File: src/design/assert_macros.svh
// Assertion macros used by the top-level design file.
`ifndef ASSERT_MACROS_SVH
`define ASSERT_MACROS_SVH
`ifndef SYNTHESIS
`define LHC_ASSERT_NOW(label, clk, rst_n, ante, cons) \
    label: assert property (@(posedge clk) disable iff (!rst_n) (ante) |-> (cons)) \
        else $error("Assertion failed.");
`define LHC_ASSERT_NEXT(label, clk, rst_n, ante, cons) \
    label: assert property (@(posedge clk) disable iff (!rst_n) (ante) |=> (cons)) \
        else $error("Assertion failed.");
`else
`define LHC_ASSERT_NOW(label, clk, rst_n, ante, cons)
`define LHC_ASSERT_NEXT(label, clk, rst_n, ante, cons)
`endif
`endif

File: src/design/lhc_pkg.sv
// Shared constants and codes for the level and hue to RGB565 colour block.
package lhc_pkg;

    localparam int COLOR_W   = 16;
    localparam int CFG_IDX_W = 2;

    typedef logic [CFG_IDX_W-1:0] t_cfg_idx;
    typedef logic [2:0]           t_sector;
    typedef logic [COLOR_W-1:0]   t_color;

    localparam t_cfg_idx CFG_SATURATION  = 2'd0;
    localparam t_cfg_idx CFG_VALUE_FLOOR = 2'd1;
    localparam t_cfg_idx CFG_HUE_SPREAD  = 2'd2;

    localparam t_sector SECT_0 = 3'd0;
    localparam t_sector SECT_1 = 3'd1;
    localparam t_sector SECT_2 = 3'd2;
    localparam t_sector SECT_3 = 3'd3;
    localparam t_sector SECT_4 = 3'd4;
    localparam t_sector SECT_5 = 3'd5;

    localparam int SAT_RESET_PCT = 85;

    localparam logic [7:0] RED_MASK   = 8'hF8;
    localparam logic [7:0] GREEN_MASK = 8'hFC;
    localparam logic [7:0] BYTE_MAX   = 8'hFF;

endpackage

File: src/design/lhc_in_if.sv
// Input request channel: display level and base hue.
interface lhc_in_if #(
    parameter int FRAC_BITS = 16
);
    logic                 valid;
    logic                 ready;
    logic [FRAC_BITS:0]   level;
    logic [FRAC_BITS-1:0] hue;

    modport source (output valid, output level, output hue, input ready);
    modport sink   (input valid, input level, input hue, output ready);
endinterface

File: src/design/lhc_out_if.sv
// Output request channel: packed RGB565 colour.
interface lhc_out_if;
    logic                  valid;
    logic                  ready;
    lhc_pkg::t_color       color;

    modport source (output valid, output color, input ready);
    modport sink   (input valid, input color, output ready);
endinterface

File: src/design/lhc_cfg_regs.sv
// Configuration registers with saturation of values above one.
module lhc_cfg_regs #(
    parameter int FRAC_BITS = 16
) (
    input  logic                    i_clk,
    input  logic                    i_rst_n,
    input  logic                    i_cfg_we,
    input  lhc_pkg::t_cfg_idx       i_cfg_idx,
    input  logic [FRAC_BITS:0]      i_cfg_data,
    output logic [FRAC_BITS:0]      o_sat,
    output logic [FRAC_BITS:0]      o_floor,
    output logic [FRAC_BITS:0]      o_spread
);

    localparam longint ONE_L = longint'(1) << FRAC_BITS;
    localparam logic [FRAC_BITS:0] ONE = {1'b1, {FRAC_BITS{1'b0}}};
    localparam logic [FRAC_BITS:0] SAT_RST =
        (FRAC_BITS+1)'((ONE_L * lhc_pkg::SAT_RESET_PCT + 50) / 100);
    localparam logic [FRAC_BITS:0] QUARTER_RST = (FRAC_BITS+1)'(ONE_L / 4);

    logic [FRAC_BITS:0] r_sat;
    logic [FRAC_BITS:0] r_floor;
    logic [FRAC_BITS:0] r_spread;

    always_ff @(posedge i_clk) begin
        if (!i_rst_n) begin
            r_sat    <= SAT_RST;
            r_floor  <= QUARTER_RST;
            r_spread <= QUARTER_RST;
        end else if (i_cfg_we) begin
            case (i_cfg_idx)
                lhc_pkg::CFG_SATURATION:  r_sat    <= i_cfg_data;
                lhc_pkg::CFG_VALUE_FLOOR: r_floor  <= i_cfg_data;
                lhc_pkg::CFG_HUE_SPREAD:  r_spread <= i_cfg_data;
                default: ;
            endcase
        end
    end

    assign o_sat    = (r_sat    > ONE) ? ONE : r_sat;
    assign o_floor  = (r_floor  > ONE) ? ONE : r_floor;
    assign o_spread = (r_spread > ONE) ? ONE : r_spread;

endmodule

File: src/design/level_hue_to_rgb565_color.sv
// Top level: level and hue to RGB565 colour, five-stage pipeline.
//
// Requests arrive on i_in (level and base hue, fixed point with FRAC_BITS
// fractional bits) and colours leave on o_out, both valid/ready channels.
// Registers are written through i_cfg_we, i_cfg_idx and i_cfg_data; index 0
// is saturation, 1 the value floor and 2 the hue spread. Other indices are
// ignored. Registers should only be written while no request is in flight.
// Each request gives one colour. While the pipeline is not full and stalled,
// a new request can be accepted in every cycle: throughput is one per cycle.
// The depth is set by the chain of multipliers: hue and value, six-sector
// split, saturation products, value products, then byte scaling and packing.
// Every stage has its own valid bit and ready term, so a bubble anywhere is
// filled while the receiver stalls; when all five stages are full, i_in
// ready falls and nothing is lost or repeated. Synchronous reset empties the
// pipeline and loads the registers with 0.85, 0.25 and 0.25.
`include "assert_macros.svh"
module level_hue_to_rgb565_color #(
    parameter int FRAC_BITS = 16
) (
    input  logic                    i_clk,
    input  logic                    i_rst_n,
    input  logic                    i_cfg_we,
    input  lhc_pkg::t_cfg_idx       i_cfg_idx,
    input  logic [FRAC_BITS:0]      i_cfg_data,
    lhc_in_if.sink                  i_in,
    lhc_out_if.source               o_out
);

    localparam int F  = FRAC_BITS;
    localparam int PW = 2 * F + 2;
    localparam logic [F:0] ONE = {1'b1, {F{1'b0}}};

    logic [F:0] w_sat;
    logic [F:0] w_floor;
    logic [F:0] w_spread;
    logic [F:0] w_lev;

    logic w_rdy1, w_rdy2, w_rdy3, w_rdy4, w_rdy5;
    logic r_v1, r_v2, r_v3, r_v4, r_v5;

    logic [PW-1:0] r1_prod_hue;
    logic [PW-1:0] r1_prod_val;
    logic [F-1:0]  r1_hue;

    logic [F-1:0]  w2_h;
    logic [F:0]    w2_v;
    logic [F+2:0]  w2_h6;
    lhc_pkg::t_sector r2_sector;
    logic [F-1:0]  r2_f;
    logic [F:0]    r2_v;

    logic [PW-1:0] w3_prod_sf;
    logic [PW-1:0] w3_prod_s1f;
    logic [F-1:0]  r3_sf;
    logic [F:0]    r3_s1f;
    logic [F:0]    r3_v;
    lhc_pkg::t_sector r3_sector;

    logic [PW-1:0] w4_prod_p;
    logic [PW-1:0] w4_prod_q;
    logic [PW-1:0] w4_prod_t;
    logic [F:0]    r4_p;
    logic [F:0]    r4_q;
    logic [F:0]    r4_t;
    logic [F:0]    r4_v;
    lhc_pkg::t_sector r4_sector;

    logic [F:0]    w5_r;
    logic [F:0]    w5_g;
    logic [F:0]    w5_b;
    logic [7:0]    w5_rb;
    logic [7:0]    w5_gb;
    logic [7:0]    w5_bb;
    lhc_pkg::t_color r_color;

    function automatic logic [7:0] to_byte(input logic [F:0] x);
        logic [F+8:0] scaled;
        logic [8:0]   whole;
        scaled = {x, 8'b0} - {8'b0, x};
        whole  = scaled[F+8:F];
        to_byte = (whole > 9'({1'b0, lhc_pkg::BYTE_MAX})) ? lhc_pkg::BYTE_MAX : whole[7:0];
    endfunction

    lhc_cfg_regs #(
        .FRAC_BITS (FRAC_BITS)
    ) u_cfg (
        .i_clk      (i_clk),
        .i_rst_n    (i_rst_n),
        .i_cfg_we   (i_cfg_we),
        .i_cfg_idx  (i_cfg_idx),
        .i_cfg_data (i_cfg_data),
        .o_sat      (w_sat),
        .o_floor    (w_floor),
        .o_spread   (w_spread)
    );

    assign w_rdy5 = !r_v5 || o_out.ready;
    assign w_rdy4 = !r_v4 || w_rdy5;
    assign w_rdy3 = !r_v3 || w_rdy4;
    assign w_rdy2 = !r_v2 || w_rdy3;
    assign w_rdy1 = !r_v1 || w_rdy2;
    assign i_in.ready = w_rdy1;

    always_ff @(posedge i_clk) begin
        if (!i_rst_n) begin
            r_v1 <= 1'b0;
            r_v2 <= 1'b0;
            r_v3 <= 1'b0;
            r_v4 <= 1'b0;
            r_v5 <= 1'b0;
        end else begin
            if (w_rdy1) r_v1 <= i_in.valid;
            if (w_rdy2) r_v2 <= r_v1;
            if (w_rdy3) r_v3 <= r_v2;
            if (w_rdy4) r_v4 <= r_v3;
            if (w_rdy5) r_v5 <= r_v4;
        end
    end

    assign w_lev = (i_in.level > ONE) ? ONE : i_in.level;

    always_ff @(posedge i_clk) begin
        if (w_rdy1) begin
            r1_prod_hue <= PW'(w_lev) * PW'(w_spread);
            r1_prod_val <= PW'(ONE - w_floor) * PW'(w_lev);
            r1_hue      <= i_in.hue;
        end
    end

    assign w2_h  = r1_hue + r1_prod_hue[2*F-1:F];
    assign w2_v  = w_floor + r1_prod_val[2*F:F];
    assign w2_h6 = {1'b0, w2_h, 2'b0} + {2'b0, w2_h, 1'b0};

    always_ff @(posedge i_clk) begin
        if (w_rdy2) begin
            r2_sector <= w2_h6[F+2:F];
            r2_f      <= w2_h6[F-1:0];
            r2_v      <= w2_v;
        end
    end

    assign w3_prod_sf  = PW'(w_sat) * PW'(r2_f);
    assign w3_prod_s1f = PW'(w_sat) * PW'(ONE - {1'b0, r2_f});

    always_ff @(posedge i_clk) begin
        if (w_rdy3) begin
            r3_sf     <= w3_prod_sf[2*F-1:F];
            r3_s1f    <= w3_prod_s1f[2*F:F];
            r3_v      <= r2_v;
            r3_sector <= r2_sector;
        end
    end

    assign w4_prod_p = PW'(r3_v) * PW'(ONE - w_sat);
    assign w4_prod_q = PW'(r3_v) * PW'(ONE - {1'b0, r3_sf});
    assign w4_prod_t = PW'(r3_v) * PW'(ONE - r3_s1f);

    always_ff @(posedge i_clk) begin
        if (w_rdy4) begin
            r4_p      <= w4_prod_p[2*F:F];
            r4_q      <= w4_prod_q[2*F:F];
            r4_t      <= w4_prod_t[2*F:F];
            r4_v      <= r3_v;
            r4_sector <= r3_sector;
        end
    end

    always_comb begin
        case (r4_sector)
            lhc_pkg::SECT_0: begin
                w5_r = r4_v; w5_g = r4_t; w5_b = r4_p;
            end
            lhc_pkg::SECT_1: begin
                w5_r = r4_q; w5_g = r4_v; w5_b = r4_p;
            end
            lhc_pkg::SECT_2: begin
                w5_r = r4_p; w5_g = r4_v; w5_b = r4_t;
            end
            lhc_pkg::SECT_3: begin
                w5_r = r4_p; w5_g = r4_q; w5_b = r4_v;
            end
            lhc_pkg::SECT_4: begin
                w5_r = r4_t; w5_g = r4_p; w5_b = r4_v;
            end
            default: begin
                w5_r = r4_v; w5_g = r4_p; w5_b = r4_q;
            end
        endcase
    end

    assign w5_rb = to_byte(w5_r) & lhc_pkg::RED_MASK;
    assign w5_gb = to_byte(w5_g) & lhc_pkg::GREEN_MASK;
    assign w5_bb = to_byte(w5_b);

    always_ff @(posedge i_clk) begin
        if (w_rdy5) begin
            r_color <= {w5_rb[7:3], w5_gb[7:2], w5_bb[7:3]};
        end
    end

    assign o_out.valid = r_v5;
    assign o_out.color = r_color;

    `LHC_ASSERT_NEXT(a_accept_enters, i_clk, i_rst_n, i_in.valid && i_in.ready, r_v1)
    `LHC_ASSERT_NEXT(a_out_holds, i_clk, i_rst_n, r_v5 && !o_out.ready, r_v5 && $stable(r_color))
    `LHC_ASSERT_NEXT(a_mid_holds, i_clk, i_rst_n, r_v3 && !w_rdy3, r_v3 && $stable(r3_v))
    `LHC_ASSERT_NOW(a_sector_range, i_clk, i_rst_n, r_v2, r2_sector <= lhc_pkg::SECT_5)

endmodule
File: src/flat_wrapper.sv
// flat-port wrapper written by rule: the top's interface ports become plain ports
module level_hue_to_rgb565_color_flat 
#(
    parameter int FRAC_BITS = 16
)
  (i_clk, i_rst_n, i_cfg_we, i_cfg_idx, i_cfg_data, i_in_valid, i_in_level, i_in_hue, i_in_ready, o_out_valid, o_out_color, o_out_ready);
  lhc_in_if #(.FRAC_BITS(FRAC_BITS)) i_in_i ();
  lhc_out_if o_out_i ();
  input  logic i_clk;
  input  logic i_rst_n;
  input  logic i_cfg_we;
  input  lhc_pkg::t_cfg_idx i_cfg_idx;
  input  logic [FRAC_BITS:0] i_cfg_data;
  input wire logic [$bits(i_in_i.valid)-1:0] i_in_valid;
  input wire logic [$bits(i_in_i.level)-1:0] i_in_level;
  input wire logic [$bits(i_in_i.hue)-1:0] i_in_hue;
  output wire logic [$bits(i_in_i.ready)-1:0] i_in_ready;
  output wire logic [$bits(o_out_i.valid)-1:0] o_out_valid;
  output wire logic [$bits(o_out_i.color)-1:0] o_out_color;
  input wire logic [$bits(o_out_i.ready)-1:0] o_out_ready;
  assign i_in_i.valid = i_in_valid;
  assign i_in_i.level = i_in_level;
  assign i_in_i.hue = i_in_hue;
  assign i_in_ready = i_in_i.ready;
  assign o_out_valid = o_out_i.valid;
  assign o_out_color = o_out_i.color;
  assign o_out_i.ready = o_out_ready;
  level_hue_to_rgb565_color #(.FRAC_BITS(FRAC_BITS)) u_core (.i_clk(i_clk), .i_rst_n(i_rst_n), .i_cfg_we(i_cfg_we), .i_cfg_idx(i_cfg_idx), .i_cfg_data(i_cfg_data), .i_in(i_in_i), .o_out(o_out_i));
endmodule
File: config.mk
export PLATFORM = sky130hd
export DESIGN_NAME = level_hue_to_rgb565_color_flat
export DESIGN_NICKNAME = d
export VERILOG_FILES = /design/src/design/lhc_pkg.sv /design/src/design/lhc_in_if.sv /design/src/design/lhc_out_if.sv /design/src/design/lhc_cfg_regs.sv /design/src/design/level_hue_to_rgb565_color.sv /design/src/flat_wrapper.sv
export VERILOG_INCLUDE_DIRS = /design/src /design/src/design
export SDC_FILE = /design/constraint.sdc
export NUM_CORES = 2
export LEC_CHECK = 0
export BUFFER_PORTS_ARGS = -buffer_cell sky130_fd_sc_hd__buf_2
export CORE_MARGIN = 1
export CORE_UTILIZATION = 61
export CTS_CLUSTER_SIZE = 20
export DETAILED_ROUTE_END_ITERATION = 10
export GPL_ROUTABILITY_DRIVEN = 0
export HOLD_SLACK_MARGIN = 0.02
export PLACE_DENSITY_LB_ADDON = 0.2
export SETUP_SLACK_MARGIN = 0.02
export SYNTH_ARGS = -nofsm -noshare
export SYNTH_HDL_FRONTEND = slang
export SYNTH_SLANG_ARGS = --single-unit
File: constraint.sdc
create_clock -name i_clk -period 11.5 [get_ports i_clk]
set_clock_uncertainty 0.15 [all_clocks]
set_input_delay 1.15 -clock i_clk [delete_from_list [all_inputs] [get_ports i_clk]]
set_output_delay 1.15 -clock i_clk [all_outputs]
set_load 0.03 [all_outputs]
After elaboration in Yosys (flattened, before gate mapping)
Cells that the tools add are included.
{"block": "op_classes", "n_addsub": 11, "multipliers": 7, "n_lt_le_gt_ge": 7, "eq_ne": 6, "n_mux": 7, "reduce_logical": 19}
{"cell": "one-hot mux 17 bit (3 select lines)", "n": 3}
{"cell": "multiplier 17 x 34 -> 33 bit", "n": 4}
{"cell": "subtractor 25 x 17 -> 25 bit", "n": 3}
{"cell": "> comparator 17 bit, second input constant", "n": 4}
{"cell": "two-way mux 17 bit", "n": 4}
{"cell": "subtractor 17 x 17 -> 18 bit, first input constant", "n": 3}
{"cell": "subtractor 17 x 16 -> 18 bit, first input constant", "n": 2}
{"cell": "multiplier 34 x 17 -> 33 bit", "n": 1}
{"cell": "multiplier 17 x 16 -> 32 bit", "n": 1}
{"cell": "multiplier 17 x 17 -> 32 bit", "n": 1}
{"cell": "> comparator 9 x 8 -> 1 bit, second input constant", "n": 3}
{"cell": "adder 18 x 17 -> 19 bit", "n": 1}
{"cell": "adder 17 bit", "n": 1}
{"cell": "adder 16 bit", "n": 1}
{"cell": "OR reduction 2 bit", "n": 4}
{"cell": "equality test 3 x 2 -> 1 bit, second input constant", "n": 2}
{"cell": "AND reduction 2 bit", "n": 3}
{"cell": "logical NOT 1 bit", "n": 5}
{"cell": "logical OR 1 bit", "n": 5}
{"cell": "equality test 3 x 1 -> 1 bit, second input constant", "n": 1}
{"cell": "equality test 3 bit, second input constant", "n": 1}
{"cell": "logical NOT 3 bit", "n": 1}
{"cell": "equality test 2 x 1 -> 1 bit, second input constant", "n": 1}
{"cell": "equality test 2 bit, second input constant", "n": 1}
{"cell": "logical NOT 2 bit", "n": 1}
{"block": "word_totals", "ff_bits": 313, "inputBits": 57, "out_inout_bits": 18, "word_cells": 83}

Longest topological paths before layout
{"block": "depth", "word_depth": 6, "depth_mapped": 35, "depth_no_buf": 33}

Modules after synthesis
Synthesis repeated with hierarchy kept, for this count alone.
{"block": "hier_totals", "hier_cells": 8755, "hier_area_um2": 79352.4}
{"mod": "level_hue_to_rgb565_color", "n_inst": 1, "cells_each": 8462, "area_each_um2": 76972.6, "seq_area_each_um2": 6826.5}
{"mod": "lhc_cfg_regs", "n_inst": 1, "cells_each": 293, "area_each_um2": 2379.8, "seq_area_each_um2": 1021.0}

Least setup slack after synthesis
OpenSTA, ideal clock, no wires.
{"block": "synth_path", "kind": "register -> register", "startpoint": "register u_core.u_cfg.r_floor[16]", "endpoint": "register u_core.r1_prod_val[29], data pin", "setup_ps": 257, "t_arrival_ps": 8437, "required_time_ps": 11093, "path_slack_ps": 2656, "stages_incl_launch_ff": 33, "n_path_buf": 6, "period_less_slack_ps": 8844, "path_cell_list": "dfxtp_1 > buf_6 > nor2b_1 > clkbuf_1 > inv_1 > clkbuf_1 > ha_1 > clkbuf_8 > nand2b_1 > o21bai_1 > or3_1 > buf_2 > or3_1 > xor2_1 > buf_2 > nand2_1 > fa_1 > fa_1 > fa_1 > inv_1 > fa_1 > fa_1 > inv_1 > fa_1 > inv_1 > ha_1 > a221oi_1 > o311ai_0 > a221oi_1 > or3_1 > or3b_2 > a21o_1 > xor2_1"}
{"block": "synth_between", "elab_chain_len": 4}
{"element": "start: declaration", "line": "lhc_cfg_regs.sv:22", "rtl": "logic [FRAC_BITS:0] r_floor;"}
{"element": "start signal: assignment", "line": "lhc_cfg_regs.sv:33", "rtl": "lhc_pkg::CFG_VALUE_FLOOR: r_floor <= i_cfg_data;"}
{"element": "> comparator 17 bit", "line": "lhc_cfg_regs.sv:41", "rtl": "assign o_floor = (r_floor > ONE) ? ONE : r_floor;"}
{"element": "two-way mux 17 bit (*)", "line": "lhc_cfg_regs.sv:41"}
{"element": "subtractor 17 x 17 -> 18 bit (*)", "line": "level_hue_to_rgb565_color.sv:125", "rtl": "r1_prod_val <= PW'(ONE - w_floor) * PW'(w_lev);"}
{"element": "multiplier 34 x 17 -> 33 bit (*)", "line": "level_hue_to_rgb565_color.sv:125"}
{"element": "end signal: assignment", "line": "level_hue_to_rgb565_color.sv:125"}
{"element": "end: declaration", "line": "level_hue_to_rgb565_color.sv:42", "rtl": "logic [PW-1:0] r1_prod_val;"}
Every way passes the cells marked *; elsewhere a longest branch is shown, timed or not.
A chain may end at the register's enable or synchronous reset.

Final worst setup path
Ends and elaborated chain as after synthesis.

==> results.ini <==
[critical_path]
rrSetupSlack_ns=1.66
critPathLaunchType=flop
cpMaxStageDelayCell=xor2_1
critPathMaxStageDelay_ns=1.06
critPathKind=reg2reg
r2r-end=u_core.r1_prod_val[29]
cp_max_fo=32
reg2reg_depth=28
r2r_start=u_core.u_cfg.r_floor[16]
arrival_ns=10.02
crit_top_cell=fa_1
end_kind=flop
path_delay_family=adder cells
crit_buf_inv=6
critPathRequiredTime_ns=11.68

[cts]
cts_buffers=37
cts-root-buf=clkbuf_16
clock_latency_ns=0.61
path_clk_slew_ns=0.06
clock_sinks=280
cts_resized=0
htreeDepth=2
cts_setup_buffers=0
cts_tree=built
cts_hold_buf=0
clockBufferDepth=3

[floorplan]
core_area_mm2=0.130
dieArea_mm2=0.132
fp.dieH_um=364
start_util_pct=61.5
io_pins=75
num_rows=132
die_width_um=364

[min_path]
hold_path_class=reg2reg
min_to=u_core.r3_v[7]
hold_start=u_core.r2_v[7]
hold_depth=0

[synthesis]
synth_ff_type=edfxtp_1
yosys_warnings=0
syn_area_mm2=0.0797
synth.most_common_cell=inv_1
synth-seq-cells=280
netlist_top_cells_area=fa_1, ha_1, inv_1
synth_edf_count=224
synth_top_cell_by_area=fa_1
yosys.cell_types.count=85
ys_seq_area_share_pct=9.84
synth_top_area_share_pct=43.1
synth_common_cells=inv_1, fa_1, nand2_1, ha_1, and2_1
syn_area_per_cell_um2=9.03
async_reset_ff_share_pct=0
syn_inst=8826

[grt]
grt_pass1_wl_um=346000
grt.overflow.total=0
grt_pass1_vias=64278
grt_usage_pct=33.8
grt_max_degree=97
antenna_found_initial=4

[detailed_routing]
first_pass_iters=9
vias=59351
vias_per_cell=5.64
drc_errors=0
drt-initial-drc-count=4511
post_drt_wl_per_cell_um=20.4
route.antenna.remaining_nets=0
routed_wl_um=214000

[timing]
slew_violations=0
setup-tns-final_ns=0
fin_crit_ns=9.84
worst_pin_slew_ns=1.33
finalWorstSetupSlack_ns=1.66
rsz0062_at_grt=false
final.period_utilization_pct=85.6
hold_viol=0
slew_headroom_pct=11.1
fmax_mhz=102
finalSetupViolCount=0

[placement]
port_buffers=74
detailed_place_hpwl_um=167000
pre_cts_slack_ns=1.85

[job]
drv_cap=0

[layout]
area_growth_pct=4.60
drive_above_1_share_pct=4.49
final_nets=11206

[run_status]
status=complete, no violations

state kept, by name, summed over array words and instances, names as in the netlist:
| signal | count |
|---|---|
| u_core.r1_prod_val | 17 |
| u_core.r2_v | 17 |
| u_core.r3_s1f | 17 |
| u_core.r3_v | 17 |
| u_core.r4_p | 17 |
| u_core.r4_q | 17 |
| u_core.r4_t | 17 |
| u_core.r4_v | 17 |
| u_core.u_cfg.r_floor | 17 |
| u_core.u_cfg.r_sat | 17 |
| u_core.u_cfg.r_spread | 17 |
| u_core.o_out.color | 16 |
| u_core.r1_hue | 16 |
| u_core.r1_prod_hue | 16 |
| u_core.r3_sf | 16 |
| u_core.r2_f | 15 |
| u_core.r2_sector | 3 |
| u_core.r3_sector | 3 |
| u_core.r4_sector | 3 |
| u_core.o_out.valid | 1 |
| u_core.r_v1 | 1 |
| u_core.r_v2 | 1 |
| u_core.r_v3 | 1 |
| u_core.r_v4 | 1 |
cells in the final DEF, fill, tap and decap left out, types with 146 or more instances in the layout:
master / synthesis / routed
ha_1: 681 / 681
nand2_1: 1504 / 1502
and2_1: 478 / 478
nor2_1: 360 / 359
a21oi_1: 146 / 146
buf_4: 1 / 153
fa_1: 1717 / 1717
edfxtp_1: 224 / 224
xnor2_1: 196 / 194
inv_1: 2050 / 2049
cell type report:
cell class              count  area [µm²]
multi-input cells        6155       63000
fillers                 10749       46200
flip-flops and latches    280        7850
inverters                2050        7690
well taps                1742        2180
repair buffers            227        1520
clock buffers              42         955
clock inverters            24         226
diodes                      2        5.00
cells by family after synthesis:
family	synth area share [%]
muxes	1.16
xor gates and xnor gates	3.27
AOI/OAI and AO/OA	4.51
other	0.00942
and+or+nand+nor	15.6
DFF	9.84
buffers and inverters	11.7
adders and majority gates	53.9
through the flow:
stage	utilization, %	hold slack (ns)	std cells	area, µm²
global placement	63.4	0.251	10454	82200
global route	64.3	0.274	10520	83400
detailed placement	63.4	0.255	10454	82200
floorplan	-	0.250	8896	80000
finish	64.3	0.260	10522	83400
CTS	64.3	0.263	10520	83400
layer usage:
layer	wire length [µm]	track usage, %	vias up
met5	14	0	-
met4	11300	15.5	2
met3	20500	6.99	671
met2	100000	55.8	2782
met1	82000	43.0	29881
li1	-	-	26015
worst max-delay path by stage:
| stage | startpoint | to | slack (ns) | cells past startpoint |
|---|---|---|---|---|
| floorplan | u_core.u_cfg.r_floor[16] | u_core.r1_prod_val[29] | 2.66 | 32 |
| global placement | u_core.u_cfg.r_sat[2] | u_core.r4_p[16] | 2.09 | 29 |
| detailed placement | u_core.u_cfg.r_sat[2] | u_core.r4_p[16] | 1.85 | 29 |
| CTS | u_core.u_cfg.r_sat[2] | u_core.r4_p[16] | 1.84 | 29 |
| global route | u_core.u_cfg.r_sat[3] | u_core.r4_p[16] | 1.28 | 29 |
| finish | u_core.u_cfg.r_floor[16] | u_core.r1_prod_val[29] | 1.66 | 28 |
Power is left out: the tool's default activity adds up to more than one toggle a clock period on the data nets, which glitch-free logic cannot reach.
